===== config.mk =====
export PLATFORM = sky130hd
export DESIGN_NAME = positional_pid_speed_loop_flat
export DESIGN_NICKNAME = d
export VERILOG_FILES = /design/src/pspl_pkg.sv /design/src/pspl_if.sv /design/src/positional_pid_speed_loop.sv /design/src/flat_wrapper.sv
export SDC_FILE = /design/constraint.sdc
export NUM_CORES = 2
export LEC_CHECK = 0
export ABC_CLOCK_PERIOD_IN_PS = 25500
export BUFFER_PORTS_ARGS = -buffer_cell sky130_fd_sc_hd__buf_4
export CORE_ASPECT_RATIO = 0.75
export CORE_MARGIN = 2
export CORE_UTILIZATION = 45
export CTS_BUF_LIST = sky130_fd_sc_hd__clkbuf_2
export CTS_CLUSTER_SIZE = 14
export DETAILED_ROUTE_END_ITERATION = 6
export PLACE_DENSITY = 0.61
export SYNTH_ARGS = -nofsm -noshare
export SYNTH_HDL_FRONTEND = slang
export SYNTH_SLANG_ARGS = --single-unit

===== constraint.sdc =====
create_clock -name clock -period 25.5 [get_ports clock]
set_clock_uncertainty 0.15 [all_clocks]
set_input_delay 3.825 -clock clock [delete_from_list [all_inputs] [get_ports clock]]
set_output_delay 3.825 -clock clock [all_outputs]
set_load 0.03 [all_outputs]

===== src/pspl_pkg.sv =====
// Shared types and constants for the positional PID speed loop.
// No dependencies; every other file of the block imports this package.
package pspl_pkg;

   // Field widths
   localparam int unsigned CountWidth = 8;
   localparam int unsigned GainWidth  = 24;
   localparam int unsigned BandWidth  = 8;
   localparam int unsigned DriveWidth = 16;
   localparam int unsigned ErrWidth   = 9;
   localparam int unsigned DerivWidth = 10;
   localparam int unsigned IntegWidth = 32;

   // Configuration port
   localparam int unsigned CsrIndexWidth = 3;
   localparam int unsigned CsrDataWidth  = 24;

   typedef enum logic [CsrIndexWidth-1:0] {
      CSR_GAIN_PROP  = 3'd0,
      CSR_GAIN_INTEG = 3'd1,
      CSR_GAIN_DERIV = 3'd2,
      CSR_DEAD_BAND  = 3'd3,
      CSR_OUT_MAX    = 3'd4
   } csr_index_type;

   // Register reset values
   localparam logic [GainWidth-1:0]  GainPropReset  = 24'd1966080;  // 30.0 in Q8.16
   localparam logic [GainWidth-1:0]  GainIntegReset = 24'd393;      // about 0.006
   localparam logic [GainWidth-1:0]  GainDerivReset = 24'd655360;   // 10.0
   localparam logic [BandWidth-1:0]  DeadBandReset  = 8'd2;
   localparam logic [DriveWidth-1:0] OutMaxReset    = 16'd2000;

endpackage : pspl_pkg


===== src/pspl_if.sv =====
// Valid/ready channel interfaces of the positional PID speed loop.
// Depends on pspl_pkg for field widths.

// Input beat: target and measured pulse counts
interface pspl_req_if;
   import pspl_pkg::*;
   logic                  valid;
   logic                  ready;
   logic [CountWidth-1:0] target;
   logic [CountWidth-1:0] measured;
   modport source (output valid, output target, output measured, input ready);
   modport sink   (input valid, input target, input measured, output ready);
endinterface : pspl_req_if

// Result beat: drive value
interface pspl_rsp_if;
   import pspl_pkg::*;
   logic                  valid;
   logic                  ready;
   logic [DriveWidth-1:0] drive;
   modport source (output valid, output drive, input ready);
   modport sink   (input valid, input drive, output ready);
endinterface : pspl_rsp_if

// Register write beat: index and data
interface pspl_csr_if;
   import pspl_pkg::*;
   logic                     valid;
   logic                     ready;
   logic [CsrIndexWidth-1:0] index;
   logic [CsrDataWidth-1:0]  data;
   modport source (output valid, output index, output data, input ready);
   modport sink   (input valid, input index, input data, output ready);
endinterface : pspl_csr_if


===== src/positional_pid_speed_loop.sv =====
// Top level of the positional PID speed loop: three-stage pipeline and registers.
// Depends on pspl_pkg and the channel interfaces in pspl_if.sv.

// Positional PID speed controller. Each input beat (target, measured) yields
// exactly one drive beat, in order. The pipeline has three register stages:
// input register, error/integral update, then the three gain multiplies with
// sum and clamp into the result register. One beat is taken every cycle
// while the result side keeps up; the multiply stage is the longest path.
// Any empty stage collapses, so up to two more input beats are taken while
// a finished result waits. Registers (index: name): 0 gain_prop,
// 1 gain_integ, 2 gain_deriv (unsigned Q8.16), 3 dead_band, 4 out_max;
// writes to other indexes are ignored, and writes are meant for when the
// block is idle.
module positional_pid_speed_loop (
   input  logic       clock,
   input  logic       reset,
   pspl_req_if.sink   req_ch,
   pspl_rsp_if.source rsp_ch,
   pspl_csr_if.sink   csr_ch
);
   import pspl_pkg::*;

   // Configuration registers
   logic [GainWidth-1:0]  gain_prop_ff,  gain_prop_in;
   logic [GainWidth-1:0]  gain_integ_ff, gain_integ_in;
   logic [GainWidth-1:0]  gain_deriv_ff, gain_deriv_in;
   logic [BandWidth-1:0]  dead_band_ff,  dead_band_in;
   logic [DriveWidth-1:0] out_max_ff,    out_max_in;

   // Pipeline valid bits and handshake
   logic s1_valid_ff, s1_valid_in;
   logic s2_valid_ff, s2_valid_in;
   logic out_valid_ff, out_valid_in;
   logic out_move, s2_move, s1_move;
   logic req_beat, s1_adv, s2_adv;

   // Stage 1 payload
   logic [CountWidth-1:0] target_ff, target_in;
   logic [CountWidth-1:0] measured_ff, measured_in;

   // Loop state; it doubles as stage 2 error and integral operands
   logic signed [ErrWidth-1:0]   prev_err_ff, prev_err_in;
   logic signed [IntegWidth-1:0] integ_ff, integ_in;
   logic signed [DerivWidth-1:0] deriv_ff, deriv_in;

   // Result register
   logic [DriveWidth-1:0] drive_ff, drive_in;

   // Stage 1 combinational
   logic signed [ErrWidth-1:0]   err_raw;
   logic        [ErrWidth-1:0]   err_mag;
   logic signed [ErrWidth-1:0]   err_db;
   logic signed [IntegWidth:0]   integ_sum;
   logic signed [IntegWidth-1:0] integ_sat;
   logic signed [DerivWidth-1:0] deriv_new;

   // Stage 2 combinational
   logic signed [GainWidth:0]       gp_s, gi_s, gd_s;
   logic signed [GainWidth+ErrWidth:0]   prod_p;
   logic signed [GainWidth+IntegWidth:0] prod_i;
   logic signed [GainWidth+DerivWidth:0] prod_d;
   logic signed [GainWidth+IntegWidth+2:0] sum_all;
   logic [GainWidth+IntegWidth+2-16:0]     sum_whole;
   logic sum_pos, sum_over;

   // Handshake: each stage loads when it is empty or its contents move on
   assign out_move = !out_valid_ff || rsp_ch.ready;
   assign s2_move  = !s2_valid_ff || out_move;
   assign s1_move  = !s1_valid_ff || s2_move;
   assign req_ch.ready = s1_move;
   assign req_beat = req_ch.valid && s1_move;
   assign s1_adv   = s1_valid_ff && s2_move;
   assign s2_adv   = s2_valid_ff && out_move;

   assign rsp_ch.valid = out_valid_ff;
   assign rsp_ch.drive = drive_ff;
   assign csr_ch.ready = 1'b1;

   // Register writes
   always_comb begin
      gain_prop_in  = gain_prop_ff;
      gain_integ_in = gain_integ_ff;
      gain_deriv_in = gain_deriv_ff;
      dead_band_in  = dead_band_ff;
      out_max_in    = out_max_ff;
      if (csr_ch.valid) begin
         unique case (csr_ch.index)
            CSR_GAIN_PROP:  gain_prop_in  = csr_ch.data;
            CSR_GAIN_INTEG: gain_integ_in = csr_ch.data;
            CSR_GAIN_DERIV: gain_deriv_in = csr_ch.data;
            CSR_DEAD_BAND:  dead_band_in  = csr_ch.data[BandWidth-1:0];
            CSR_OUT_MAX:    out_max_in    = csr_ch.data[DriveWidth-1:0];
            default: ;
         endcase
      end
   end

   // Stage 1: error with dead band, saturating integral, derivative
   always_comb begin
      err_raw   = signed'({1'b0, target_ff}) - signed'({1'b0, measured_ff});
      err_mag   = err_raw[ErrWidth-1] ? ErrWidth'(-err_raw) : err_raw;
      err_db    = (err_mag <= {1'b0, dead_band_ff}) ? '0 : err_raw;
      integ_sum = (IntegWidth+1)'(integ_ff) + (IntegWidth+1)'(err_db);
      if (integ_sum[IntegWidth] != integ_sum[IntegWidth-1]) begin
         // overflow: clamp toward the sign of the true sum
         integ_sat = integ_sum[IntegWidth] ? {1'b1, {(IntegWidth-1){1'b0}}}
                                           : {1'b0, {(IntegWidth-1){1'b1}}};
      end else begin
         integ_sat = integ_sum[IntegWidth-1:0];
      end
      deriv_new = DerivWidth'(err_db) - DerivWidth'(prev_err_ff);
   end

   // Stage 2: gain products, Q.16 sum, truncate and clamp
   always_comb begin
      gp_s    = signed'({1'b0, gain_prop_ff});
      gi_s    = signed'({1'b0, gain_integ_ff});
      gd_s    = signed'({1'b0, gain_deriv_ff});
      prod_p  = gp_s * prev_err_ff;
      prod_i  = gi_s * integ_ff;
      prod_d  = gd_s * deriv_ff;
      sum_all = (GainWidth+IntegWidth+3)'(prod_p) + (GainWidth+IntegWidth+3)'(prod_i)
              + (GainWidth+IntegWidth+3)'(prod_d);
      sum_pos   = !sum_all[GainWidth+IntegWidth+2] && (|sum_all);
      sum_whole = sum_all[GainWidth+IntegWidth+2:16];
      sum_over  = sum_whole > ($bits(sum_whole))'(out_max_ff);
      if (!sum_pos) begin
         drive_in = '0;
      end else if (sum_over) begin
         drive_in = out_max_ff;
      end else begin
         drive_in = sum_whole[DriveWidth-1:0];
      end
   end

   // Next state of valids, payload and loop state
   always_comb begin
      s1_valid_in  = s1_move ? req_ch.valid : s1_valid_ff;
      s2_valid_in  = s2_move ? s1_valid_ff : s2_valid_ff;
      out_valid_in = out_move ? s2_valid_ff : out_valid_ff;
      target_in    = req_beat ? req_ch.target : target_ff;
      measured_in  = req_beat ? req_ch.measured : measured_ff;
      prev_err_in  = s1_adv ? err_db : prev_err_ff;
      integ_in     = s1_adv ? integ_sat : integ_ff;
      deriv_in     = s1_adv ? deriv_new : deriv_ff;
   end

   // Control state, configuration and loop state
   always_ff @(posedge clock) begin
      if (reset) begin
         s1_valid_ff   <= 1'b0;
         s2_valid_ff   <= 1'b0;
         out_valid_ff  <= 1'b0;
         prev_err_ff   <= '0;
         integ_ff      <= '0;
         gain_prop_ff  <= GainPropReset;
         gain_integ_ff <= GainIntegReset;
         gain_deriv_ff <= GainDerivReset;
         dead_band_ff  <= DeadBandReset;
         out_max_ff    <= OutMaxReset;
      end else begin
         s1_valid_ff   <= s1_valid_in;
         s2_valid_ff   <= s2_valid_in;
         out_valid_ff  <= out_valid_in;
         prev_err_ff   <= prev_err_in;
         integ_ff      <= integ_in;
         gain_prop_ff  <= gain_prop_in;
         gain_integ_ff <= gain_integ_in;
         gain_deriv_ff <= gain_deriv_in;
         dead_band_ff  <= dead_band_in;
         out_max_ff    <= out_max_in;
      end
   end

   // Payload registers
   always_ff @(posedge clock) begin
      target_ff   <= target_in;
      measured_ff <= measured_in;
      deriv_ff    <= deriv_in;
      if (s2_adv) begin
         drive_ff <= drive_in;
      end
   end

endmodule : positional_pid_speed_loop


===== src/flat_wrapper.sv =====
// flat-port wrapper written by rule: the top's interface ports become plain ports
module positional_pid_speed_loop_flat import pspl_pkg::*;
  (clock, reset, req_ch_valid, req_ch_target, req_ch_measured, req_ch_ready, rsp_ch_valid, rsp_ch_drive, rsp_ch_ready, csr_ch_valid, csr_ch_index, csr_ch_data, csr_ch_ready);
  pspl_req_if req_ch_i ();
  pspl_rsp_if rsp_ch_i ();
  pspl_csr_if csr_ch_i ();
  input  logic clock;
  input  logic reset;
  input wire logic [$bits(req_ch_i.valid)-1:0] req_ch_valid;
  input wire logic [$bits(req_ch_i.target)-1:0] req_ch_target;
  input wire logic [$bits(req_ch_i.measured)-1:0] req_ch_measured;
  output wire logic [$bits(req_ch_i.ready)-1:0] req_ch_ready;
  output wire logic [$bits(rsp_ch_i.valid)-1:0] rsp_ch_valid;
  output wire logic [$bits(rsp_ch_i.drive)-1:0] rsp_ch_drive;
  input wire logic [$bits(rsp_ch_i.ready)-1:0] rsp_ch_ready;
  input wire logic [$bits(csr_ch_i.valid)-1:0] csr_ch_valid;
  input wire logic [$bits(csr_ch_i.index)-1:0] csr_ch_index;
  input wire logic [$bits(csr_ch_i.data)-1:0] csr_ch_data;
  output wire logic [$bits(csr_ch_i.ready)-1:0] csr_ch_ready;
  assign req_ch_i.valid = req_ch_valid;
  assign req_ch_i.target = req_ch_target;
  assign req_ch_i.measured = req_ch_measured;
  assign req_ch_ready = req_ch_i.ready;
  assign rsp_ch_valid = rsp_ch_i.valid;
  assign rsp_ch_drive = rsp_ch_i.drive;
  assign rsp_ch_i.ready = rsp_ch_ready;
  assign csr_ch_i.valid = csr_ch_valid;
  assign csr_ch_i.index = csr_ch_index;
  assign csr_ch_i.data = csr_ch_data;
  assign csr_ch_ready = csr_ch_i.ready;
  positional_pid_speed_loop u_core (.clock(clock), .reset(reset), .req_ch(req_ch_i), .rsp_ch(rsp_ch_i), .csr_ch(csr_ch_i));
endmodule

==> metrics.txt <==
# TYPE chip_impl_metric gauge
chip_impl_metric{name="synth_fp_nets",unit=""} 7618
chip_impl_metric{name="number_of_clock_buffers_inserted_by_tritoncts",unit=""} 17
chip_impl_metric{name="max-clock-path-buffers",unit=""} 2
chip_impl_metric{name="finalWirelength",unit="mm"} 158
chip_impl_metric{name="drt_first_pass_iters",unit=""} 6
chip_impl_info{name="status",value="finished, final reports clean"} 1
chip_impl_metric{name="min_period_over_period",unit="%"} 44.5
chip_impl_metric{name="setup_viol_count_final",unit=""} 0
chip_impl_info{name="worstReg2RegEnd",value="u_core.rsp_ch.drive[8]"} 1
chip_impl_metric{name="path_clk_slew",unit="ns"} 0.37
chip_impl_metric{name="global_route.overflow_total",unit=""} 0
chip_impl_metric{name="worst_skew_pair.late_latency",unit="ns"} 1.12
chip_impl_metric{name="fp.coreArea",unit="um2"} 118000
chip_impl_metric{name="longest_individual_stage_delay_on_the_worst_path",unit="ns"} 0.71
chip_impl_info{name="min_path_type",value="reg2reg"} 1
chip_impl_metric{name="routabilityCongestion",unit=""} 0.970
chip_impl_metric{name="layout-drive-gt1-share",unit="%"} 3.48
chip_impl_metric{name="die_h",unit="um"} 303
chip_impl_metric{name="yosys.cell_types.count",unit=""} 88
chip_impl_metric{name="timing.fmax",unit="MHz"} 88.1
chip_impl_metric{name="cap_violations",unit=""} 0
chip_impl_metric{name="totalNegativeSetupSlack",unit="ns"} 0
chip_impl_info{name="cp-start-kind",value="flip-flop"} 1
chip_impl_info{name="synth.area.top_cells",value="sky130_fd_sc_hd__fa_1 47%, sky130_fd_sc_hd__ha_1 8.8%, sky130_fd_sc_hd__inv_1 8.8%, sky130_fd_sc_hd__and2_1 7.1%, sky130_fd_sc_hd__nand2_1 6.3%"} 1
chip_impl_metric{name="antenna_found_initial",unit=""} 10
chip_impl_metric{name="routed_via_density",unit=""} 5.33
chip_impl_metric{name="required_worst_endpoint",unit="ns"} 26.19
chip_impl_metric{name="top_level_ports",unit=""} 67
chip_impl_metric{name="cts_resized",unit=""} 0
chip_impl_info{name="final_cell_mix",value="1265 x sky130_fd_sc_hd__fa_1, 1249 x sky130_fd_sc_hd__inv_1, 905 x sky130_fd_sc_hd__nand2_1"} 1
chip_impl_info{name="tritoncts_clock_tree",value="done"} 1
chip_impl_info{name="r2r_start",value="u_core.deriv_ff[9]"} 1
chip_impl_metric{name="post_synth_instance_area",unit="um2"} 53600
chip_impl_metric{name="first_global_vias",unit=""} 41500
chip_impl_metric{name="post-cts-setup-buffer-count",unit=""} 0
chip_impl_metric{name="ctsHtreeMaxLevel",unit=""} 4
chip_impl_metric{name="syn_avg_cell_area",unit="um2"} 9.04
chip_impl_metric{name="floorplan.initialDensity",unit="%"} 45.4
chip_impl_info{name="clk_root_buffer_cell",value="sky130_fd_sc_hd__clkbuf_2"} 1
chip_impl_metric{name="postSynth.asyncResetShare",unit="%"} 0
chip_impl_metric{name="die_w",unit="um"} 402
chip_impl_metric{name="seq_area_frac_synth",unit="%"} 7.59
chip_impl_metric{name="clock_sinks",unit=""} 182
chip_impl_metric{name="cp_data_arrival_time",unit="ns"} 12.04
chip_impl_metric{name="nNetsFinal",unit=""} 7459
chip_impl_metric{name="postSynthCellCount",unit=""} 5927
chip_impl_metric{name="area_growth",unit="%"} 3.89
chip_impl_metric{name="maxSlewHeadroom",unit="%"} 21.0
chip_impl_info{name="worst_hold_startpoint",value="u_core.gain_integ_ff[20]"} 1
chip_impl_metric{name="yosysTopAreaCellShare",unit="%"} 47.3
chip_impl_info{name="min_delay_worst_endpoint",value="u_core.gain_integ_ff[20]"} 1
chip_impl_metric{name="min_path_cells",unit=""} 2
chip_impl_metric{name="core.rowCount",unit=""} 109
chip_impl_metric{name="finalWorstPathRequiredPeriod",unit="ns"} 11.35
chip_impl_info{name="setup_repair_after_global_routing_missed_its_margin",value="false"} 1
chip_impl_metric{name="final_antenna_net_count",unit=""} 0
chip_impl_metric{name="drt_drc_violations_left",unit=""} 0
chip_impl_metric{name="worst_slew_pin_slew",unit="ns"} 1.18
chip_impl_info{name="mostFrequentLayoutCell",value="sky130_fd_sc_hd__fa_1"} 1
chip_impl_info{name="timing.critical_path.to_type",value="flip-flop"} 1
chip_impl_info{name="crit_type",value="reg2reg"} 1
chip_impl_metric{name="post_cts_hold_buffer_count",unit=""} 0
chip_impl_metric{name="setup_slack_reg_to_reg",unit="ns"} 14.15
chip_impl_metric{name="worst-r2r-cell-count",unit=""} 34
chip_impl_metric{name="routed-via-count",unit=""} 39200
chip_impl_metric{name="drt-wirelength-per-cell",unit="um"} 21.6
chip_impl_metric{name="synthesis.yosys.warnings",unit=""} 0
chip_impl_metric{name="port-buffer-count",unit=""} 65
chip_impl_metric{name="final_slew_violations",unit=""} 0
chip_impl_metric{name="wire_length_of_the_first_global_routing_pass",unit="mm"} 250
chip_impl_metric{name="gr-usage-all-layers",unit="%"} 27.2
chip_impl_info{name="synth_flop_cell",value="sky130_fd_sc_hd__dfxtp_1"} 1
chip_impl_metric{name="yosys_register_bits",unit=""} 182
chip_impl_metric{name="synth-edff-count",unit=""} 42
chip_impl_metric{name="grt_start_max_net_pins",unit=""} 76
chip_impl_metric{name="finalHoldViolations",unit=""} 0
chip_impl_metric{name="dp.final_hpwl",unit="mm"} 132
chip_impl_metric{name="critical_path.max_fanout",unit=""} 16
chip_impl_info{name="crit_path_top_delay_cell",value="sky130_fd_sc_hd__inv_1"} 1
chip_impl_metric{name="die_area",unit="um2"} 122000
chip_impl_info{name="synth.largest_area_cell",value="sky130_fd_sc_hd__fa_1"} 1
chip_impl_info{name="most_frequent_cell_on_the_critical_path",value="sky130_fd_sc_hd__fa_1"} 1
chip_impl_metric{name="drt-initial-drc-count",unit=""} 3102
-- cell type report --
class	instances	area, um2
repair buffers	135	1010
clock inverters	15	198
fillers	11300	62300
multi-input cells	4182	43600
flip-flops and latches	182	4070
inverters	1250	4690
well taps	1554	1940
clock buffers	17	85.1
diodes	9	22.5
-- stage by stage --
stage / cells / util (%) / setup slack (ns) / hold slack [ns] / instance area (um2)
after floorplan: 5927 / - / 15.73 / 0.285 / 53600
after global placement: 7303 / 46.9 / 14.55 / 0.292 / 55300
after detailed placement: 7303 / 46.9 / 14.38 / 0.297 / 55300
after CTS: 7335 / 47.2 / 14.23 / 0.322 / 55600
after global routing: 7340 / 47.2 / 13.61 / 0.344 / 55600
final: 7344 / 47.2 / 14.15 / 0.324 / 55600
-- worst max-delay path by stage --
stage	endpoint	startpoint
floorplan	u_core.rsp_ch.drive[15]	u_core.prev_err_ff[8]
global placement	u_core.rsp_ch.drive[8]	u_core.prev_err_ff[8]
detailed placement	u_core.rsp_ch.drive[8]	u_core.prev_err_ff[8]
CTS	u_core.rsp_ch.drive[8]	u_core.prev_err_ff[8]
global route	u_core.rsp_ch.drive[15]	u_core.deriv_ff[9]
finish	u_core.rsp_ch.drive[8]	u_core.deriv_ff[9]
-- critical path, delay by kind of cell (launching register included) --
family	cells	cell delay [ns]
compound gates	12	2.59
xor+xnor	1	0.26
fa+ha+maj	11	5.38
buf+inv	5	0.99
flops	1	0.69
simple gates	5	1.05
-- sequential cells by signal, indices dropped and copies added (netlist names), 9 cells and up --
| name | cells |
|---|---|
| u_core.integ_ff | 32 |
| u_core.gain_deriv_ff | 24 |
| u_core.gain_integ_ff | 24 |
| u_core.gain_prop_ff | 24 |
| u_core.out_max_ff | 16 |
| u_core.rsp_ch.drive | 16 |
| u_core.deriv_ff | 10 |
| u_core.prev_err_ff | 9 |
-- routing by layer --
metal,global-route usage (%),part of all wire [%]
met2,38.9,41
met3,8.73,11
met4,6.23,2.1
met5,0,0.027
met1,40.1,46
-- synthesized netlist by cell type, types with 10 or more instances --
| master | count |
|---|---|
| sky130_fd_sc_hd__o21bai_1 | 23 |
| sky130_fd_sc_hd__xor2_1 | 26 |
| sky130_fd_sc_hd__fa_1 | 1265 |
| sky130_fd_sc_hd__edfxtp_1 | 42 |
| sky130_fd_sc_hd__clkbuf_1 | 290 |
| sky130_fd_sc_hd__o211ai_1 | 10 |
| sky130_fd_sc_hd__inv_1 | 1249 |
| sky130_fd_sc_hd__nand2b_1 | 34 |
| sky130_fd_sc_hd__and2_1 | 604 |
| sky130_fd_sc_hd__nor2_1 | 131 |
| sky130_fd_sc_hd__nand3b_1 | 22 |
| sky130_fd_sc_hd__nor3_1 | 15 |
| sky130_fd_sc_hd__and3_1 | 23 |
| sky130_fd_sc_hd__o21ai_0 | 100 |
| sky130_fd_sc_hd__nand3_1 | 48 |
| sky130_fd_sc_hd__a21o_1 | 51 |
| sky130_fd_sc_hd__a211oi_1 | 48 |
| sky130_fd_sc_hd__a21oi_1 | 234 |
| sky130_fd_sc_hd__xnor2_1 | 60 |
| sky130_fd_sc_hd__nor4_1 | 15 |
| sky130_fd_sc_hd__ha_1 | 378 |
| sky130_fd_sc_hd__o21a_1 | 17 |
| sky130_fd_sc_hd__nand2_1 | 905 |
| sky130_fd_sc_hd__nand4_1 | 26 |
| sky130_fd_sc_hd__nor2b_1 | 21 |
| sky130_fd_sc_hd__buf_1 | 10 |
| sky130_fd_sc_hd__dfxtp_1 | 140 |
-- logic make-up (layout without fill, tap and decap cells) --
family,after synthesis,count (layout),synth area share [%]
xor gates and xnor gates,86,86,1.41
AOI/OAI and AO/OA,567,567,6.63
adders and majority gates,1644,1644,56.1
other,1,10,0.00700
muxes,4,4,0.0794
DFF,182,182,7.59
buffers and inverters,1563,1417,11.0
and+or+nand+nor,1880,1880,17.2
Power is not shown: default switching activity piles up to over one toggle a cycle in this logic, so the estimate is an artifact.
